==> src/rtl/table_lookup_interpolator_unit_macros.svh <==
// assertion macros for the table lookup interpolator
// expects signals clk and rst in the scope of each use
`ifndef TABLE_LOOKUP_INTERPOLATOR_UNIT_MACROS_SVH
`define TABLE_LOOKUP_INTERPOLATOR_UNIT_MACROS_SVH

// same-cycle implication
`define TLI_ASSERT_IMP(lbl, cond, prop, msg) \
  lbl: assert property (@(posedge clk) disable iff (rst) (cond) |-> (prop)) \
    else $error(msg);

// next-cycle implication
`define TLI_ASSERT_NXT(lbl, cond, prop, msg) \
  lbl: assert property (@(posedge clk) disable iff (rst) (cond) |=> (prop)) \
    else $error(msg);

`endif

==> src/rtl/tli_pkg.sv <==
// shared types and constants of the table lookup interpolator
// no dependencies
package tli_pkg;

  localparam int DATA_W    = 32;
  localparam int SIZE_W    = 13;
  localparam int ADDR_W    = 12;
  localparam int CFG_AW    = 5;
  localparam int S_TDATA_W = 112;
  localparam int M_TDATA_W = 48;

  // word kinds
  localparam logic [1:0] KIND_TABLE  = 2'd0;
  localparam logic [1:0] KIND_XBP    = 2'd1;
  localparam logic [1:0] KIND_YBP    = 2'd2;
  localparam logic [1:0] KIND_LOOKUP = 2'd3;

  // register indexes
  localparam logic [2:0] REG_DIMENSIONS = 3'd0;
  localparam logic [2:0] REG_AXIS_MODES = 3'd1;
  localparam logic [2:0] REG_SIZE_X     = 3'd2;
  localparam logic [2:0] REG_SIZE_Y     = 3'd3;
  localparam logic [2:0] REG_MIN_X      = 3'd4;
  localparam logic [2:0] REG_MAX_X      = 3'd5;
  localparam logic [2:0] REG_MIN_Y      = 3'd6;
  localparam logic [2:0] REG_MAX_Y      = 3'd7;

  typedef struct packed {
    logic [1:0]               dimensions;
    logic [1:0]               axis_modes;
    logic [SIZE_W-1:0]        size_x;
    logic [SIZE_W-1:0]        size_y;
    logic signed [DATA_W-1:0] min_x;
    logic signed [DATA_W-1:0] max_x;
    logic signed [DATA_W-1:0] min_y;
    logic signed [DATA_W-1:0] max_y;
  } cfg_t;

  typedef enum logic [3:0] {
    S_IDLE, S_CHECK, S_LOC, S_MUL, S_BP0, S_BPN, S_SRCH, S_SRCH_CMP,
    S_DIVGO, S_DIV, S_JMUL, S_RD, S_BL_MUL, S_BL_ADD, S_OUT
  } state_t;

endpackage

==> src/rtl/tli_cfg.sv <==
// configuration register file with its apb-style port
// depends on tli_pkg
module tli_cfg (
  input  logic                      clk,
  input  logic                      rst,
  input  logic                      psel,
  input  logic                      penable,
  input  logic                      pwrite,
  input  logic [tli_pkg::CFG_AW-1:0] paddr,
  input  logic [31:0]               pwdata,
  output logic [31:0]               prdata,
  output logic                      pready,
  output tli_pkg::cfg_t             cfg
);
  import tli_pkg::*;

  logic [2:0] reg_idx;
  logic       wr_en;

  assign pready  = 1'b1;
  assign reg_idx = paddr[4:2];
  assign wr_en   = psel && penable && pwrite && pready;

  always_ff @(posedge clk) begin
    if (rst) begin
      cfg.dimensions <= 2'd1;
      cfg.axis_modes <= 2'd0;
      cfg.size_x     <= SIZE_W'(1);
      cfg.size_y     <= SIZE_W'(1);
      cfg.min_x      <= '0;
      cfg.max_x      <= '0;
      cfg.min_y      <= '0;
      cfg.max_y      <= '0;
    end else if (wr_en) begin
      unique case (reg_idx)
        REG_DIMENSIONS: cfg.dimensions <= pwdata[1:0];
        REG_AXIS_MODES: cfg.axis_modes <= pwdata[1:0];
        REG_SIZE_X:     cfg.size_x     <= pwdata[SIZE_W-1:0];
        REG_SIZE_Y:     cfg.size_y     <= pwdata[SIZE_W-1:0];
        REG_MIN_X:      cfg.min_x      <= pwdata;
        REG_MAX_X:      cfg.max_x      <= pwdata;
        REG_MIN_Y:      cfg.min_y      <= pwdata;
        REG_MAX_Y:      cfg.max_y      <= pwdata;
        default: ;
      endcase
    end
  end

  always_comb begin
    unique case (reg_idx)
      REG_DIMENSIONS: prdata = {30'b0, cfg.dimensions};
      REG_AXIS_MODES: prdata = {30'b0, cfg.axis_modes};
      REG_SIZE_X:     prdata = {19'b0, cfg.size_x};
      REG_SIZE_Y:     prdata = {19'b0, cfg.size_y};
      REG_MIN_X:      prdata = cfg.min_x;
      REG_MAX_X:      prdata = cfg.max_x;
      REG_MIN_Y:      prdata = cfg.min_y;
      REG_MAX_Y:      prdata = cfg.max_y;
      default:        prdata = '0;
    endcase
  end

endmodule

==> config.mk <==
export PLATFORM = sky130hd
export DESIGN_NAME = tli_cfg
export DESIGN_NICKNAME = d
export VERILOG_FILES = /design/src/rtl/table_lookup_interpolator_unit_macros.svh /design/src/rtl/tli_pkg.sv /design/src/rtl/tli_cfg.sv
export SDC_FILE = /design/constraint.sdc
export NUM_CORES = 1
export LEC_CHECK = 0
export ABC_AREA = 1
export BUFFER_PORTS_ARGS = -buffer_cell sky130_fd_sc_hd__buf_4
export CORE_MARGIN = 4
export CORE_UTILIZATION = 30
export DETAILED_ROUTE_END_ITERATION = 8
export PLACE_DENSITY = 0.59
export SYNTH_ARGS = -nofsm -noshare
export SYNTH_HDL_FRONTEND = slang
export SYNTH_SLANG_ARGS = --single-unit
==> constraint.sdc <==
create_clock -name clk -period 1.1 [get_ports clk]
set_input_delay 0.11 -clock clk [delete_from_list [all_inputs] [get_ports clk]]
set_output_delay 0.11 -clock clk [all_outputs]
set_load 0.1 [all_outputs]
==> flow_summary.ini <==
[clocking]
cts.clk_slew.worst_paths_ns = 0.07
numCtsBuffers = 17
max-clock-path-buffers = 2
clk-insertion-delay-late_ns = 0.41
cts_sinks = 158
ctsRootBufferMaster = sky130_fd_sc_hd__clkbuf_16
tritoncts = done
cts_max_level = 4

[layout]
registers.top_by_ff_count = cfg
mostFrequentLayoutCells = sky130_fd_sc_hd__nor2_1 (225), sky130_fd_sc_hd__buf_12 (205), sky130_fd_sc_hd__dfxtp_4 (157), sky130_fd_sc_hd__o21ai_1 (154), sky130_fd_sc_hd__buf_4 (105)
registers_with_the_highest_flip_flop_counts = cfg: 158 flops
area_growth_pct = 113
post_route_cells_drive_above_1_share = 0.514
filler_cell_count = 1687
design_area_sq_mm = 0.0150
insertedDiodeCount = 0
largest_register_ff_count = 158
finish.net_count = 1411
leading_cell_type_in_the_layout_fill_and_taps_excluded = sky130_fd_sc_hd__nor2_1
finalCoreUtilization = 0.656

[placement]
post_dp_cell_area_sq_mm = 0.0106
hpwl_mm = 21.6
gp_congestion = 0.900
portBuffers = 229
pre_cts_ws_ns = -0.372

[critical_path]
timing.critical_path.arrival_ns = 1.39
reg_to_reg_end = cfg[63]$_SDFFE_PP0P_
timing.critical_path.to_type = output port
path_class = flip-flop to output port
critical_path.endpoint = prdata[3]
rr_startpoint = cfg[63]$_SDFFE_PP0P_
critical_path.startpoint = cfg[67]$_SDFFE_PP0P_
critPathLaunchType = flip-flop
reg2reg_setup_slack_ns = 0.18
worst-r2r-cell-count = 4
crit_family = flip-flops
cp_slowest_stage_delay_ns = 0.35
critical_path_peak_fanout = 2
path_buf_inv = 2
timing.critical_path.cells = inv_1 > o21ai_2 > nor2_2 > nand2_4 > buf_12
crit_slowest_cell = sky130_fd_sc_hd__dfxtp_4
critPathRequiredTime_ns = 0.99
cp_num_cells = 5

[timing]
finalSetupViolCount = 119
final_critical_path_setup_slack_ns = -0.400
final.min_clock_period_ns = 1.50
finalHoldViolCount = 0
clock.fmax_ghz = 0.667
slew_violations = 0
hold_slack_ns = 0.0182
period_share = 1.36
fin_worst_skew_ns = 0
grt_setup_unrepaired = yes

[synthesis]
sequential_cell_area_fraction_in_the_yosys_report = 0.449
synthesized_area_sq_mm = 0.00705
syn_inst = 994
post_synth_num_cell_types = 24
synth.net_count = 1036
synth_area_per_cell_sq_um = 7.09
ys_ff_latch = 158
yosys_warnings = 0

[floorplan]
fp.dieH_microns = 161
core_area_sq_mm = 0.0228
starting_utilization_of_the_core_area = 0.308
chipWidth_microns = 161
fp.dieArea_sq_mm = 0.0260
top_level_ports = 233
num_rows = 55

[grt]
global_route.usage.total = 0.250
grt_pass1_wl_mm = 51.8
grt_overflow_total = 0
vias_in_the_first_global_route = 9045
grt_antenna_before_repair = 0
grt_start_max_net_pins = 43

[routing]
drt-vias-per-instance = 5.35
remaining_drc_errors = 0
totalWireLength_mm = 34.7
wire_per_inst_microns = 20.5
drt_antenna_net_count = 0
dr_total_vias = 9063
first_pass_iters = 5
detailedRoute.firstIterationViolations = 729

[pwr]
power_total_w = 0.0142
power.ir.vdd_worst_v = 0.000900
cellPowerDensity_mw_per_mm2 = 945
power.static_leakage_nw = 5.94

[outcome]
failed_checks = negative setup slack
status = complete, but fails checks

[hold_path]
hold_class = input pin to flip-flop

[run]
number_of_max_cap_violations = 0
logic make-up after synthesis:
group	synth area share
AND/OR/NAND/NOR	0.340
flip-flops	0.449
AO/OA/AOI/OAI	0.131
buffers and inverters	0.0801
other	0.000532
cell usage after synthesis, drive strengths merged:
library cell	number	area [sq um]
nor2	251	972
o21ai	171	856
dfxtp	158	3160
nor3	99	495
nand4	69	432
nand2	60	230
buf	46	256
nand3	43	243
clkbuf	42	158
inv	40	150
a21oi	7	35.0
a22oi	4	30.0
nand3b	3	22.5
conb	1	3.75
metal layers:
layer  global-route usage  part of all wire  vias to the layer above
met1                0.308              0.41                     4344
met2                0.414              0.48                      467
met5                    0                 0                        -
met4                0.104             0.037                        0
met3               0.0704             0.075                       97
li1                     -                 -                     4155
report_power, final:
group	switching, W	total (W)	internal (W)
logic	0.00155	0.00248	0.000932
registers	0.0000902	0.00555	0.00546
clock network	0.00271	0.00614	0.00344
total	0.00435	0.0142	0.00983
worst min-delay path, cell delays in order:
cell                      delay (ns)
sky130_fd_sc_hd__buf_4          0.15
sky130_fd_sc_hd__o21ai_1        0.08
sky130_fd_sc_hd__nor2_1         0.07
through the flow:
| stage | setup TNS (ns) | instances |
|---|---|---|
| after global placement | -43.59 | 1561 |
| after global routing | -19.53 | 1695 |
| after detailed placement | -45.96 | 1561 |
| final | -14.42 | 1695 |
| after floorplan | -12.81 | 994 |
| after CTS | -14.09 | 1659 |
worst min-delay path by stage:
stage               cells past startpoint                     to  startpoint
global route                            3  cfg[100]$_SDFFE_PP0P_   pwdata[4]
floorplan                               2  cfg[143]$_SDFFE_PP0P_   pwdata[2]
detailed placement                      3  cfg[126]$_SDFFE_PP0P_  pwdata[30]
CTS                                     3  cfg[132]$_SDFFE_PP0P_   pwdata[4]
global placement                        3   cfg[92]$_SDFFE_PP0P_  pwdata[28]
finish                                  3  cfg[132]$_SDFFE_PP0P_   pwdata[4]
what timing repair did:
item,4_1_cts,5_1_grt
hold buffers,31,0
pin swaps,46,37
hold endpoints to repair,121,0
gates resized for setup,673,99
cloned,0,1
buffers inserted,35,65
endpoints found under the setup margin,190,209
cell type report:
class / count / area [sq um] / share of cell area
timing repair buffer: 444 / 6420 / 0.428
sequential: 158 / 3750 / 0.250
multi-input combinational: 708 / 3680 / 0.245
clock buffer: 17 / 425 / 0.0284
tap: 313 / 392 / 0.0261
clock inverter: 15 / 175 / 0.0117
inverter: 40 / 155 / 0.0103
No activity file was read; power rests on OpenSTA's default activity.
