`src/rtl/table_lookup_interpolator_unit_macros.svh`:
```
// assertion macros for the table lookup interpolator
// expects signals clk and rst in the scope of each use
`ifndef TABLE_LOOKUP_INTERPOLATOR_UNIT_MACROS_SVH
`define TABLE_LOOKUP_INTERPOLATOR_UNIT_MACROS_SVH

// same-cycle implication
`define TLI_ASSERT_IMP(lbl, cond, prop, msg) \
  lbl: assert property (@(posedge clk) disable iff (rst) (cond) |-> (prop)) \
    else $error(msg);

// next-cycle implication
`define TLI_ASSERT_NXT(lbl, cond, prop, msg) \
  lbl: assert property (@(posedge clk) disable iff (rst) (cond) |=> (prop)) \
    else $error(msg);

`endif

```
`src/rtl/tli_pkg.sv`:
```
// shared types and constants of the table lookup interpolator
// no dependencies
package tli_pkg;

  localparam int DATA_W    = 32;
  localparam int SIZE_W    = 13;
  localparam int ADDR_W    = 12;
  localparam int CFG_AW    = 5;
  localparam int S_TDATA_W = 112;
  localparam int M_TDATA_W = 48;

  // word kinds
  localparam logic [1:0] KIND_TABLE  = 2'd0;
  localparam logic [1:0] KIND_XBP    = 2'd1;
  localparam logic [1:0] KIND_YBP    = 2'd2;
  localparam logic [1:0] KIND_LOOKUP = 2'd3;

  // register indexes
  localparam logic [2:0] REG_DIMENSIONS = 3'd0;
  localparam logic [2:0] REG_AXIS_MODES = 3'd1;
  localparam logic [2:0] REG_SIZE_X     = 3'd2;
  localparam logic [2:0] REG_SIZE_Y     = 3'd3;
  localparam logic [2:0] REG_MIN_X      = 3'd4;
  localparam logic [2:0] REG_MAX_X      = 3'd5;
  localparam logic [2:0] REG_MIN_Y      = 3'd6;
  localparam logic [2:0] REG_MAX_Y      = 3'd7;

  typedef struct packed {
    logic [1:0]               dimensions;
    logic [1:0]               axis_modes;
    logic [SIZE_W-1:0]        size_x;
    logic [SIZE_W-1:0]        size_y;
    logic signed [DATA_W-1:0] min_x;
    logic signed [DATA_W-1:0] max_x;
    logic signed [DATA_W-1:0] min_y;
    logic signed [DATA_W-1:0] max_y;
  } cfg_t;

  typedef enum logic [3:0] {
    S_IDLE, S_CHECK, S_LOC, S_MUL, S_BP0, S_BPN, S_SRCH, S_SRCH_CMP,
    S_DIVGO, S_DIV, S_JMUL, S_RD, S_BL_MUL, S_BL_ADD, S_OUT
  } state_t;

endpackage

```
`src/rtl/tli_div.sv`:
```
// bit-serial restoring divider, one quotient bit per cycle
// depends on tli_pkg
module tli_div #(
  parameter int FRAC_BITS = 16
) (
  input  logic                                         clk,
  input  logic                                         rst,
  input  logic                                         start,
  input  logic [tli_pkg::DATA_W-1:0]                   rem0,
  input  logic [tli_pkg::SIZE_W+FRAC_BITS-1:0]         bits,
  input  logic [$clog2(tli_pkg::SIZE_W+FRAC_BITS+1)-1:0] steps,
  input  logic [tli_pkg::DATA_W-1:0]                   den,
  output logic                                         busy,
  output logic                                         done,
  output logic [tli_pkg::SIZE_W+FRAC_BITS-1:0]         quot
);
  import tli_pkg::*;

  localparam int QW = SIZE_W + FRAC_BITS;
  localparam int SW = $clog2(QW + 1);

  logic [DATA_W-1:0] rem;
  logic [QW-1:0]     sh;
  logic [SW-1:0]     cnt;
  logic [DATA_W:0]   r2;
  logic              ge;
  logic [DATA_W-1:0] rem_next;

  // remainder stays below the divisor, so the trial value fits 33 bits
  assign r2       = {rem, sh[QW-1]};
  assign ge       = r2 >= {1'b0, den};
  assign rem_next = ge ? DATA_W'(r2 - {1'b0, den}) : r2[DATA_W-1:0];

  always_ff @(posedge clk) begin
    if (rst) begin
      busy <= 1'b0;
      done <= 1'b0;
    end else begin
      done <= 1'b0;
      if (start) begin
        busy <= 1'b1;
      end else if (busy && cnt == SW'(1)) begin
        busy <= 1'b0;
        done <= 1'b1;
      end
    end
  end

  always_ff @(posedge clk) begin
    if (start) begin
      rem  <= rem0;
      sh   <= bits;
      quot <= '0;
      cnt  <= steps;
    end else if (busy) begin
      rem  <= rem_next;
      sh   <= {sh[QW-2:0], 1'b0};
      quot <= {quot[QW-2:0], ge};
      cnt  <= cnt - SW'(1);
    end
  end

endmodule

```
`config.mk`:
```
export PLATFORM = sky130hd
export DESIGN_NAME = tli_div
export DESIGN_NICKNAME = d
export VERILOG_FILES = /design/src/rtl/table_lookup_interpolator_unit_macros.svh /design/src/rtl/tli_pkg.sv /design/src/rtl/tli_div.sv
export SDC_FILE = /design/constraint.sdc
export NUM_CORES = 1
export LEC_CHECK = 0
export ABC_AREA = 1
export BUFFER_PORTS_ARGS = -buffer_cell sky130_fd_sc_hd__buf_2
export CORE_AREA = 2 2 147 149
export CTS_BUF_LIST = sky130_fd_sc_hd__clkbuf_8
export DETAILED_ROUTE_END_ITERATION = 10
export DIE_AREA = 0 0 149 151
export PLACE_DENSITY = 0.59
export SYNTH_ARGS = -nofsm -noshare
export SYNTH_HDL_FRONTEND = slang
export SYNTH_SLANG_ARGS = --single-unit
export TNS_END_PERCENT = 50
```
`constraint.sdc`:
```
create_clock -name clk -period 4.8 [get_ports clk]
set_input_delay 0.96 -clock clk [delete_from_list [all_inputs] [get_ports clk]]
set_output_delay 0.96 -clock clk [all_outputs]
set_load 0.02 [all_outputs]
```
==> flow_metrics.env <==
export IMPL_status="complete, no violations"
export IMPL_cts_tree="built"
export IMPL_rsz0062_at_grt="no"
export IMPL_async_flop_share_pct=0
export IMPL_post_cts_buffers=0
export IMPL_fin_tns_setup_ns=0
export IMPL_crit_type="in2reg"
export IMPL_switching_share_pct=41.18
export IMPL_relSlewSlack_pct=36.99
export IMPL_power_frac_seq_pct=37.9
export IMPL_min_path_cells=2
export IMPL_setup_violations=0
export IMPL_synth_area_sq_um=7035
export IMPL_hold_path_class="reg2reg"
export IMPL_cp_data_required_time_ns=4.97
export IMPL_first_global_vias=6583
export IMPL_cts_resized=0
export IMPL_p_sw_uw=1152
export IMPL_ys_seq_area_share_pct=36.99
export IMPL_avgRoutedWirePerCell_um=13.68
export IMPL_area_delta_synth_final_pct=15.33
export IMPL_p_clk_share_pct=20.5
export IMPL_regToRegSetupSlack_ns=2.17
export IMPL_antenna_found_initial=3
export IMPL_p_int_uw=1645
export IMPL_grt_pass1_wl_um=32240
export IMPL_synth_common_cells="nand2_1 (424), inv_1 (190), nand3_1 (72)"
export IMPL_initial_core_util_pct=33.79
export IMPL_fin_crit_ns=2.891
export IMPL_cp_data_arrival_time_ns=3.06
export IMPL_grt_max_degree=74
export IMPL_die_area_sq_um=22500
export IMPL_ys_types=38
export IMPL_synth_nets=1172
export IMPL_ys_warn_count=0
export IMPL_power_frac_comb_pct=41.6
export IMPL_synth_top_area_cell="edfxtp_1"
export IMPL_vdd_drop_max_uv=161.3
export IMPL_worst_r2r_endpoint="rem[29]$_DFFE_PP_"
export IMPL_synth_edf_count=66
export IMPL_gp_congestion=0.9238
export IMPL_port_buffers=131
export IMPL_insertion_delay_ns=0.40
export IMPL_core_sq_um=20820
export IMPL_cts_sinks=97
export IMPL_vias=6521
export IMPL_maxCapViolations=0
export IMPL_dieWidth_um=149
export IMPL_drc=0
export IMPL_crit_path_end_kind="flip-flop"
export IMPL_clock_path_buffers=2
export IMPL_synth_main_ff_cell="edfxtp_1"
export IMPL_grtUsageTotal_pct=18.06
export IMPL_clockRootBuffer="clkbuf_8"
export IMPL_num_io_pins=132
export IMPL_antenna_left=0
export IMPL_finalHoldViolations=0
export IMPL_synth_top_area_share_pct=28.17
export IMPL_finalWirelength_um=19610
export IMPL_rows=53
export IMPL_fmax_mhz=345.9
export IMPL_final_cell_count_no_fill=1433
export IMPL_synth_area_top_cells="edfxtp_1 (28%), nand2_1 (23%), inv_1 (10%)"
export IMPL_slew_viol_final=0
export IMPL_ys_ff_latch=97
export IMPL_min_period_over_period_pct=60.22
export IMPL_via_per_inst=4.551
export IMPL_p_per_area_nw_per_um2=344.6
export IMPL_drt_iter0_markers=303
export IMPL_fillers=2362
export IMPL_dp_cells=1415
export IMPL_cts_hold_buffers=0
export IMPL_min_to="quot[25]$_SDFFE_PP0P_"
export IMPL_rr_worst_depth=12
export IMPL_cts_buffers=9
export IMPL_dp_hpwl_um=14800
export IMPL_nets=1287
export IMPL_start_kind="primary input"
export IMPL_syn_inst=1036
export IMPL_hp_start="quot[24]$_SDFFE_PP0P_"
export IMPL_yosysMostFrequentCell="nand2_1"
export IMPL_first_pass_iters=5
export IMPL_worstMarginPinSlew_ns=0.9428
export IMPL_path_clk_slew_ns=0.12
export IMPL_crit_fanout=33
export IMPL_crit_reg2reg_launch="rem[7]$_DFFE_PP_"
export IMPL_syn_area_per_cell_sq_um=6.791
export IMPL_grt_overflow=0
export IMPL_drive_above_1_share_pct=15.92
export IMPL_multi_input_area_sq_um=3528
export IMPL_clock_skew_ns=0.01081
export IMPL_die_h_um=151
export IMPL_htreeDepth=3
export IMPL_power_leakage_uw=0.004377
export IMPL_layout_area_seq_sq_um=2603
[kinds of logic (layout without fill, tap and decap cells)]
kind of cell / after synthesis / in the layout / synth area share (%)
adder cells (fa/ha/maj): 35 / 35 / 6.331
other: 0 / 2 / 0
XOR/XNOR: 17 / 17 / 2.116
buffers and inverters: 229 / 349 / 12.89
AND/OR/NAND/NOR: 601 / 601 / 36.81
flip-flops: 97 / 97 / 36.99
AO/OA/AOI/OAI: 57 / 57 / 4.855
[cell type report]
class | instances | area share (%)
inverters | 199 | 9.206
flip-flops and latches | 97 | 32.07
well taps | 275 | 4.241
diodes | 2 | 0.06168
multi-input cells | 710 | 43.48
repair buffers | 134 | 8.358
clock inverters | 7 | 1.049
clock buffers | 9 | 1.527
[worst max-delay path: stages]
cell and delay [ns]:
buf_2 0.07, inv_1 0.04, ha_1 0.38, nand2_2 0.11, nor2_2 0.18, nand3_1 0.13
nand3_2 0.14, nand2_1 0.10, nand2_2 0.10, nand2_4 0.25, nand2_8 0.31, nand3_1 0.13
nand2_1 0.09, nand2_1 0.05
[placed cells by master, fill, tap and decap left out, types with 3 or more instances in the layout]
cell type	Yosys	final
a21oi_2	3	3
edfxtp_1	66	66
nor2_1	39	39
nand2_2	5	5
inv_1	190	190
ha_1	34	34
clkbuf_8	0	9
o22ai_1	28	28
buf_4	0	3
xnor2_1	15	15
dfxtp_1	31	31
clkinv_8	0	3
nand2_1	424	424
nand4_1	10	10
o21ai_0	7	7
buf_2	8	131
inv_2	9	9
nand3_1	72	72
nand3b_1	27	27
nor3_1	4	4
a21oi_1	14	14
nor2_2	8	8
[power by group through the flow]
stage | registers [uW] | clock network (uW) | logic, uW
final | 1060 | 573 | 1160
after global routing | 1070 | 617 | 1340
after CTS | 1060 | 595 | 1170
after detailed placement | 1080 | 0 | 1160
after global placement | 1080 | 0 | 1160
after floorplan | 1070 | 0 | 897
[flip-flops by register name, summed over array words and instances, names as in the netlist]
register	cells
quot	29
sh	29
done	1
rem	32
cnt	5
busy	1
[routing by layer]
layer  up-vias  global-route usage (%)  wire length [um]
met3        22                   5.452              1391
met1      2907                   22.03              8784
met5         -                       0                16
met2       144                   31.43              9160
met4         2                   4.095               255
li1       3446                       -                 -
[through the flow]
| step | util (%) | worst slack [ns] | hold slack, ns | cell area (sq um) | total power [uW] |
|---|---|---|---|---|---|
| finish | 38.97 | 1.909 | 0.4974 | 8114 | 2796 |
| CTS | 38.94 | 1.888 | 0.4977 | 8109 | 2824 |
| floorplan | - | 1.156 | 0.4874 | 7036 | 1966 |
| detailed placement | 37.94 | 1.452 | 0.4804 | 7900 | 2239 |
| global route | 38.94 | 1.677 | 0.5215 | 8109 | 3029 |
| global placement | 37.94 | 1.456 | 0.4517 | 7900 | 2231 |
[how the worst max path moves through the flow]
stage | startpoint | to | depth (start not counted)
final | den[8] | rem[29]$_DFFE_PP_ | 14
after global routing | den[8] | rem[28]$_DFFE_PP_ | 14
after CTS | den[8] | rem[29]$_DFFE_PP_ | 14
after detailed placement | den[8] | rem[29]$_DFFE_PP_ | 14
after global placement | den[8] | rem[29]$_DFFE_PP_ | 14
after floorplan | start | cnt[0]$_DFFE_PP_ | 3
(Power assumes the default switching activity.)
